$ cat src/rtl/plti_ram.sv
`default_nettype none
module plti_ram #(
  parameter  int WIDTH = 64,
  parameter  int DEPTH = 64,
  localparam int AW    = (DEPTH > 1) ? $clog2(DEPTH) : 1
) (
  input  logic             clk,
  input  logic             we,
  input  logic [AW-1:0]    waddr,
  input  logic [WIDTH-1:0] wdata,
  input  logic [AW-1:0]    raddr,
  output logic [WIDTH-1:0] rdata
);

  logic [WIDTH-1:0] mem [DEPTH];

  // Write one entry, read one entry with a registered output
  always_ff @(posedge clk) begin
    if (we) begin
      mem[waddr] <= wdata;
    end
    rdata <= mem[raddr];
  end

endmodule
`default_nettype wire

$ cat config.mk
export PLATFORM = sky130hd
export DESIGN_NAME = plti_ram
export DESIGN_NICKNAME = d
export VERILOG_FILES = /design/src/rtl/plti_ram.sv
export SDC_FILE = /design/constraint.sdc
export NUM_CORES = 2
export LEC_CHECK = 0
export BUFFER_PORTS_ARGS = -buffer_cell sky130_fd_sc_hd__buf_2
export CAP_MARGIN = 20
export CORE_ASPECT_RATIO = 0.9
export CORE_UTILIZATION = 55
export DETAILED_ROUTE_END_ITERATION = 7
export GPL_ROUTABILITY_DRIVEN = 0
export PLACE_DENSITY = 0.79
export SKIP_LAST_GASP = 1
export SLEW_MARGIN = 20
export SYNTH_ARGS = -nofsm -noshare
export SYNTH_HDL_FRONTEND = slang
export SYNTH_SLANG_ARGS = --single-unit
export TNS_END_PERCENT = 50
$ cat constraint.sdc
create_clock -name clk -period 7.3 [get_ports clk]
set_clock_uncertainty 0.15 [all_clocks]
set_input_delay 1.46 -clock clk [delete_from_list [all_inputs] [get_ports clk]]
set_output_delay 1.46 -clock clk [all_outputs]
set_load 0.05 [all_outputs]
==> summary.md <==
| Metric | Value |
|---|---|
| CTS tree | built |
| Max transition margin | 11.4% |
| Post-synth cell types | 33 |
| Detail Route Antenna Nets | 0 |
| Layout cells sized above 1 | 28.0% |
| Post-place setup slack | 2360 ps |
| Post-synth top flop | edfxtp_1 |
| Die Footprint | 0.286 mm^2 |
| Pwr/cell area | 285 mW/mm^2 |
| Status | completed |
| Hold Slack | 698 ps |
| Critical path class | in2reg |
| Startpoint Class | input port |
| Max Slew Vio Count | 0 |
| F_max | 234 MHz |
| H-tree Lvls | 5 |
| Starting density of the core | 55.4% |
| Hold Crit Class | reg2reg |
| Synth area leader | edfxtp_1 |
| Drt pass-1 iters | 7 |
| CTS root buf | clkbuf_16 |
| CP arrival | 4670 ps |
| Placed Area | 0.163 mm^2 |
| Power, Total | 50.1 mW |
| Final setup margin | 3030 ps |
| # resized after CTS | 0 |
| Cell Area, Synth | 0.156 mm^2 |
| CTS max path bufs | 4 |
| Total leakage power | 54.8 nW |
| Worst path required time | 7690 ps |
| Clock-pin slew of the registers on the worst-case setup and hold paths | 60 ps |
| Residual DRC | 0 |
| Most common cell in the netlist | edfxtp_1 |
| Initial antenna violation count | 37 |
| Synth top cells by count | 4096 x edfxtp_1, 1024 x mux4_2, 170 x buf_2, 168 x a22oi_1, 140 x clkbuf_1 |
| Most area-consuming cells after synthesis | edfxtp_1 79%, mux4_2 15%, mux2i_1 0.86% |
| CTS buffer count | 397 |
| Yosys reg bits | 4160 |
| Crit end category | flop |
| Routed vias/inst | 7.28 |
| Actual slew at the worst max-slew pin | 1330 ps |
| CP max FO | 25 |
| Post-DP HPWL | 215000 um |
| Crit share post-route | 58.5% |
| Largest net degree at the start of global routing | 109 |
| Via Count | 80500 |
| Cell area after layout | 0.176 mm^2 |
| # setup viols final | 0 |
| Filler cell count | 17400 |
| Register area share after synthesis | 79.5% |
| I/O Pins | 142 |
| Worst-case vdd ir drop | 0.270 mV |
| Die H | 508 um |
| Unrepaired setup endpoints after global routing | false |
| Cells after Synth | 6598 |
| Die Wd | 564 um |
| Number of synthesized flops with an enable pin | 4096 |
| Average size of a mapped cell | 23.7 um^2 |
| Core Area | 0.282 mm^2 |
| MaxCap Viol Count | 0 |
| Gr usage total | 31.3% |
| Area growth syn-to-layout | 12.6% |
| Setup Total Neg Slack | 0 ps |
| IO buf count | 141 |
| Post-layout min period | 4270 ps |
| Wire length per cell | 41.2 um |
| Final wirelength | 456000 um |
| Post-CTS Hold Fix Bufs | 0 |
| Remaining global-route overflow | 0 |
| Number of global-route vias before repair | 81200 |
| Post-synth ARST share | 0% |
| Top cell type's share of synthesized area | 78.7% |
| Yosys warns | 0 |
| Total clock sinks | 4160 |
| Later-pin clock latency in the skew report | 950 ps |
| Initial DRC count | 14200 |
| Final Hold Viols | 0 |
| Global-route wire length before repair | 621000 um |
| Number of nets in the layout | 7036 |
| Syn nets | 6676 |
| Setup Fix Bufs, Post-CTS | 0 |
| Rows | 185 |
[where the power goes]
part           switching, mW  internal (mW)  leakage [nW]  total, mW
Clock                   9.13           11.9          6.39       21.0
Combinational           1.65          0.822          11.0       2.47
Sequential             0.158           26.4          37.4       26.6
[critical path, cell delays in order]
cell	delay [ps]
buf_2	170
nor2b_1	310
nand3_1	730
nor2_4	1190
buf_4	700
[cells in the final DEF (no fill, tap or decap), drive strengths merged, types with 29 or more instances in the layout]
cell type and count:
edfxtp 4096, mux4 1024, clkbuf 495, buf 331
clkinv 170, a22oi 168, mux2i 135, nor2 112
a22o 88, o22ai 83, and3 64, dfxtp 64
a211oi 63, nand2 58, nand3 45, bufinv 43
o221ai 38, inv 30, or3 29
[path summary, 6_finish.rpt]
kind	end	from	cells after the start	slack, ps
worst max-delay path	mem[14][37]$_DFFE_PP_	we	5	3030
worst min register to register	rdata[26]$_DFF_P_	mem[39][26]$_DFFE_PP_	4	700
worst max register to register	rdata[38]$_DFF_P_	mem[45][38]$_DFFE_PP_	5	4990
worst min-delay path	rdata[26]$_DFF_P_	mem[39][26]$_DFFE_PP_	4	700
[metrics by stage]
stage          instances  util [%]
2_1_floorplan       6598         -
3_3_place_gp       10300      57.6
3_5_place_dp       10300      57.6
4_1_cts            11000      62.2
5_1_grt            11000      62.3
6_report           11100      62.3
[metal layers]
metal / up-vias / track usage, % / share of wire (%)
met4: 24 / 18.5 / 7.2
li1: 29200 / - / -
met3: 1831 / 8.34 / 15
met1: 41400 / 40.0 / 31
met5: - / 0 / 0.036
met2: 7973 / 49.0 / 47
[state kept, by name, summed over array words and instances (netlist names)]
name   count
mem     4096
rdata     64
[layout make-up]
cell class	instances	area, um^2	area share (%)
diodes	22	55.1	0.0313
clock buffers	495	10600	6.04
clock inverters	239	2430	1.38
inverters	19	71.3	0.0405
multi-input cells	2049	30800	17.5
flip-flops and latches	4160	124000	70.6
well taps	3740	4680	2.66
repair buffers	331	3070	1.74
[cell families (layout without fill, tap and decap cells)]
group | count (synthesis) | count (layout) | share of synthesized area [%]
flip-flops | 4160 | 4160 | 79.5
other | 0 | 22 | 0
AND/OR/NAND/NOR | 386 | 386 | 1.24
multiplexers | 1159 | 1159 | 15.6
buffers and inverters | 389 | 1084 | 1.18
AO/OA/AOI/OAI | 504 | 504 | 2.48
(Power assumes the default switching activity.)
