### src/rtl/plti_pkg.sv
`default_nettype none
package plti_pkg;

  // Field widths of the item and result beats
  localparam int DATA_W = 32;
  localparam int MODE_W = 2;
  localparam int STAT_W = 3;

  // Width of the shared add/subtract unit: covers v0 +/- q for q up to 2^34
  localparam int ALU_W = 36;

  // A quotient above 2^SAT_Q_BIT saturates without forming the sum
  localparam int SAT_Q_BIT = 34;

  // Iteration counts of the shift-add multiply and the restoring divide
  localparam int MUL_STEPS = DATA_W;
  localparam int DIV_STEPS = 2 * DATA_W;
  localparam int STEP_W    = $clog2(DIV_STEPS);

  // Result range of the signed output
  localparam logic signed [ALU_W-1:0] SUM_MAX =
    $signed((ALU_W'(1) << (DATA_W - 1)) - ALU_W'(1));
  localparam logic signed [ALU_W-1:0] SUM_MIN =
    -$signed(ALU_W'(1) << (DATA_W - 1));

  // Item modes
  localparam logic [MODE_W-1:0] MODE_CLEAR  = 2'd0;
  localparam logic [MODE_W-1:0] MODE_APPEND = 2'd1;
  localparam logic [MODE_W-1:0] MODE_QUERY  = 2'd2;

  // Result status codes
  typedef enum logic [STAT_W-1:0] {
    ST_OK    = 3'd0,
    ST_FEW   = 3'd1,
    ST_DEGEN = 3'd2,
    ST_FULL  = 3'd3,
    ST_SAT   = 3'd4
  } status_t;

  // One request to the shared add/subtract unit
  typedef struct packed {
    logic signed [ALU_W-1:0] a;
    logic signed [ALU_W-1:0] b;
    logic                    sub;
  } alu_req_t;

endpackage
`default_nettype wire

### src/rtl/plti_alu.sv
`default_nettype none
module plti_alu (
  input  plti_pkg::alu_req_t                   req,
  output logic signed [plti_pkg::ALU_W-1:0]    y
);
  import plti_pkg::*;

  // Single shared adder/subtractor
  assign y = req.sub ? (req.a - req.b) : (req.a + req.b);

endmodule
`default_nettype wire

### config.mk
export PLATFORM = sky130hd
export DESIGN_NAME = plti_alu
export DESIGN_NICKNAME = d
export VERILOG_FILES = /design/src/rtl/plti_pkg.sv /design/src/rtl/plti_alu.sv
export SDC_FILE = /design/constraint.sdc
export NUM_CORES = 1
export LEC_CHECK = 0
export BUFFER_PORTS_ARGS = -buffer_cell sky130_fd_sc_hd__buf_2
export CAP_MARGIN = 10
export CORE_MARGIN = 1
export CORE_UTILIZATION = 55
export DETAILED_ROUTE_END_ITERATION = 8
export PLACE_DENSITY = 0.9
export SYNTH_ARGS = -nofsm -noshare
export SYNTH_HDL_FRONTEND = slang
export SYNTH_SLANG_ARGS = --single-unit
### constraint.sdc
create_clock -name vclk -period 6.4
set_input_delay 0.64 -clock vclk [all_inputs]
set_output_delay 0.64 -clock vclk [all_outputs]
set_load 0.02 [all_outputs]
==> metrics.md <==
| Metric | Value |
|---|---|
| Outcome | finished, final reports clean |
| Starting density of the core | 57.89% |
| Detail Route Antenna Nets | 0 |
| Number of vias after detailed routing | 3469 |
| CORE AREA | 4755 um2 |
| GRT overflow | 0 |
| First-pass DRT Iterations | 6 |
| Design Power | 0.5696 mW |
| DRC violation count after routing | 0 |
| Mean Syn Cell Area | 6.763 um2 |
| Crit end category | output pin |
| Portion of the post-synthesis area used by sequential elements | 0% |
| Critical path class | input port to output pin |
| Number of failing setup endpoints in the final timing report | 0 |
| Proportion of synthesized area in mux cells | 0.3636% |
| Setup repair after global routing missed its margin | false |
| Critical-path top delay cell | sky130_fd_sc_hd__o41ai_1 |
| Number of buffers inserted by post-CTS setup repair | 0 |
| Worst-margin pin slew | 825.6 ps |
| Summed area of non-filler cells in the final layout | 3326 um2 |
| Number of ports placed on the die boundary | 109 |
| Power density over the cells | 171.3 nW/um2 |
| CTS Hold Bufs | 0 |
| Die outline area | 5292 um2 |
| Number of clock-tree buffers in the layout | 0 |
| DR vias/cell | 6.107 |
| Number of antenna repair diodes | 0 |
| Proportion of layout cells with a drive suffix above 1 | 23.35% |
| Number of buffers and inverters on the critical path | 2 |
| Warning count from the yosys run | 0 |
| WL/cell | 14.47 um |
| Synth Area in Compound Gates | 32.14% |
| Horizontal die dimension | 72.75 um |
| Worst supply voltage drop on vdd | 0.1075 mV |
| Ordered cell list for the critical path | buf_2 -> or3_1 -> or3_1 -> or2_1 -> nor3_2 -> nor2_1 -> xnor2_1 -> ha_1 -> nand2_1 -> o21ai_0 -> nor3_1 -> o21a_1 -> o41ai_1 -> a41oi_1 -> xnor2_1 -> buf_2 |
| Num rows | 25 |
| Cell area after placement | 3326 um2 |
| Top fanout value on the critical path | 6 |
| Total count of hold-check failures in the final report | 0 |
| Cell type with the highest aggregate area in the netlist | sky130_fd_sc_hd__xnor2_1 |
| Time the worst path needs with I/O delays and setup | 5500 ps |
| Num sequential | 0 |
| Total of max-cap violations | 0 |
| Antenna violations before repair | 0 |
| Largest family of logic cells by synthesized area | compound AO/OA/AOI/OAI gates |
| Netlist Area Pre-Place | 2753 um2 |
| CP max stage delay | 780 ps |
| Static Leakage | 1.550 nW |
| Placed wire-length estimate after detailed placement | 6974 um |
| Type of element launching the critical path | input port |
| Number of nets produced by synthesis | 517 |
| HP Start | req[1] |
| Placer congestion estimate | 0.9888 |
| Launching instance or port of the critical path | req[6] |
| CTS-repair resized insts | 0 |
| Post-Synth Simple-Gate Area | 24.59% |
| Maximum number of pins on one net before global-route repair | 36 |
| Cells after Synth | 407 |
| Number of cells after detailed placement | 568 |
| Family with the most delay on the worst path | simple AND/OR/NAND/NOR gates |
| Share of the core filled with cells in the final layout | 69.95% |
| DRT iter0 DRCs | 334 |
| Share of the cycle needed by the critical path after routing | 85.93% |
| Nets | 613 |
| XOR/XNOR share of the synthesized area | 21.59% |
| Height of the die | 72.75 um |
| GR Util All Layers | 29.91% |
| Hold Slack | 1686 ps |
| Fin worst setup slack | 900.3 ps |
| Fillers | 440 |
| Normalized max-slew margin | 44.24% |
| Portion of synthesized cell area occupied by the leading cell type | 16.86% |
| Worst setup slack after placement | 945.3 ps |
| Total area of sequential cells | 0 um2 |
| Area growth from synthesis to layout | 20.82% |
| Port Buf Inserts | 109 |
| Number of max-slew violations in the final report | 0 |
| Vias in the first global route | 2991 |
| Max frequency | 181.8 MHz |
| Required @ worst endpoint | 5760 ps |
| Final routed wirelength across all metal layers | 8221 um |
| Filler-free cell count of the finished design | 568 |
| Sum of negative setup slack | 0 ps |
| Combined area of the multi-input logic cells | 2636 um2 |
| Number of distinct library cell variants in the gate-level netlist after synthesis | 54 |
| Worst hold path class | input port to output pin |
| Worst EP arrival | 4860 ps |
| Adder-cell share of the synthesized area | 17.09% |
| Wire length of the first global-routing pass | 12950 um |
| Main area contributors after synthesis | sky130_fd_sc_hd__xnor2_1 (17%), sky130_fd_sc_hd__ha_1 (16%), sky130_fd_sc_hd__a21oi_1 (9.8%) |
final cells by class:
cell class | count | area share (%)
multi-input cells | 376 | 79.27
repair buffers | 109 | 16.40
well taps | 67 | 2.521
inverters | 16 | 1.806
routing by layer:
layer | track usage (%) | wire, um | vias to the layer above
li1 | - | - | 1682
met1 | 37.43 | 3241 | 1555
met2 | 56.91 | 4149 | 214
met3 | 1.381 | 679 | 18
met4 | 5.011 | 150 | 0
met5 | 0 | 0 | -
power breakdown:
group / internal, mW / leakage (nW) / switching (mW) / total, mW
logic: 0.222 / 1.55 / 0.348 / 0.570
clock network: 0 / 0 / 0 / 0
registers: 0 / 0 / 0 / 0
total: 0.222 / 1.55 / 0.348 / 0.570
tightest hold or removal path: cells and delay by family:
family	cells	cell delay (ps)
buf+inv	3	280
fa+ha+maj	1	130
Yosys cell counts, drive strengths merged (7+ instances only):
master,n
xnor2,54
o21bai,7
o21ai,26
a21oi,54
clkbuf,14
nand2,26
nor2,43
ha,36
xor2,13
nor3,12
a21o,16
inv,16
nor4,7
a31oi,9
final timing paths:
check,to,slack [ps],cells past startpoint
worst max-delay path,y[33],900,16
worst min-delay path,y[0],1690,4
layout by cell type (no fill, tap or decap), types with 11 or more instances in the layout:
cell                      count
sky130_fd_sc_hd__ha_1        36
sky130_fd_sc_hd__xor2_1      13
sky130_fd_sc_hd__nand2_1     26
sky130_fd_sc_hd__a21o_1      16
sky130_fd_sc_hd__inv_1       16
sky130_fd_sc_hd__buf_2      109
sky130_fd_sc_hd__a21oi_1     54
sky130_fd_sc_hd__xnor2_1     53
sky130_fd_sc_hd__o21ai_0     22
sky130_fd_sc_hd__nor3_1      11
sky130_fd_sc_hd__nor2_1      43
cells by family (layout without fill, tap and decap cells):
kind of cell             after synthesis  count (layout)
AO/OA/AOI/OAI                        143             143
XOR/XNOR                              67              67
adder cells (fa/ha/maj)               37              37
multiplexers                           1               1
AND/OR/NAND/NOR                      128             128
buffers and inverters                 31             125
(Power assumes the default switching activity.)
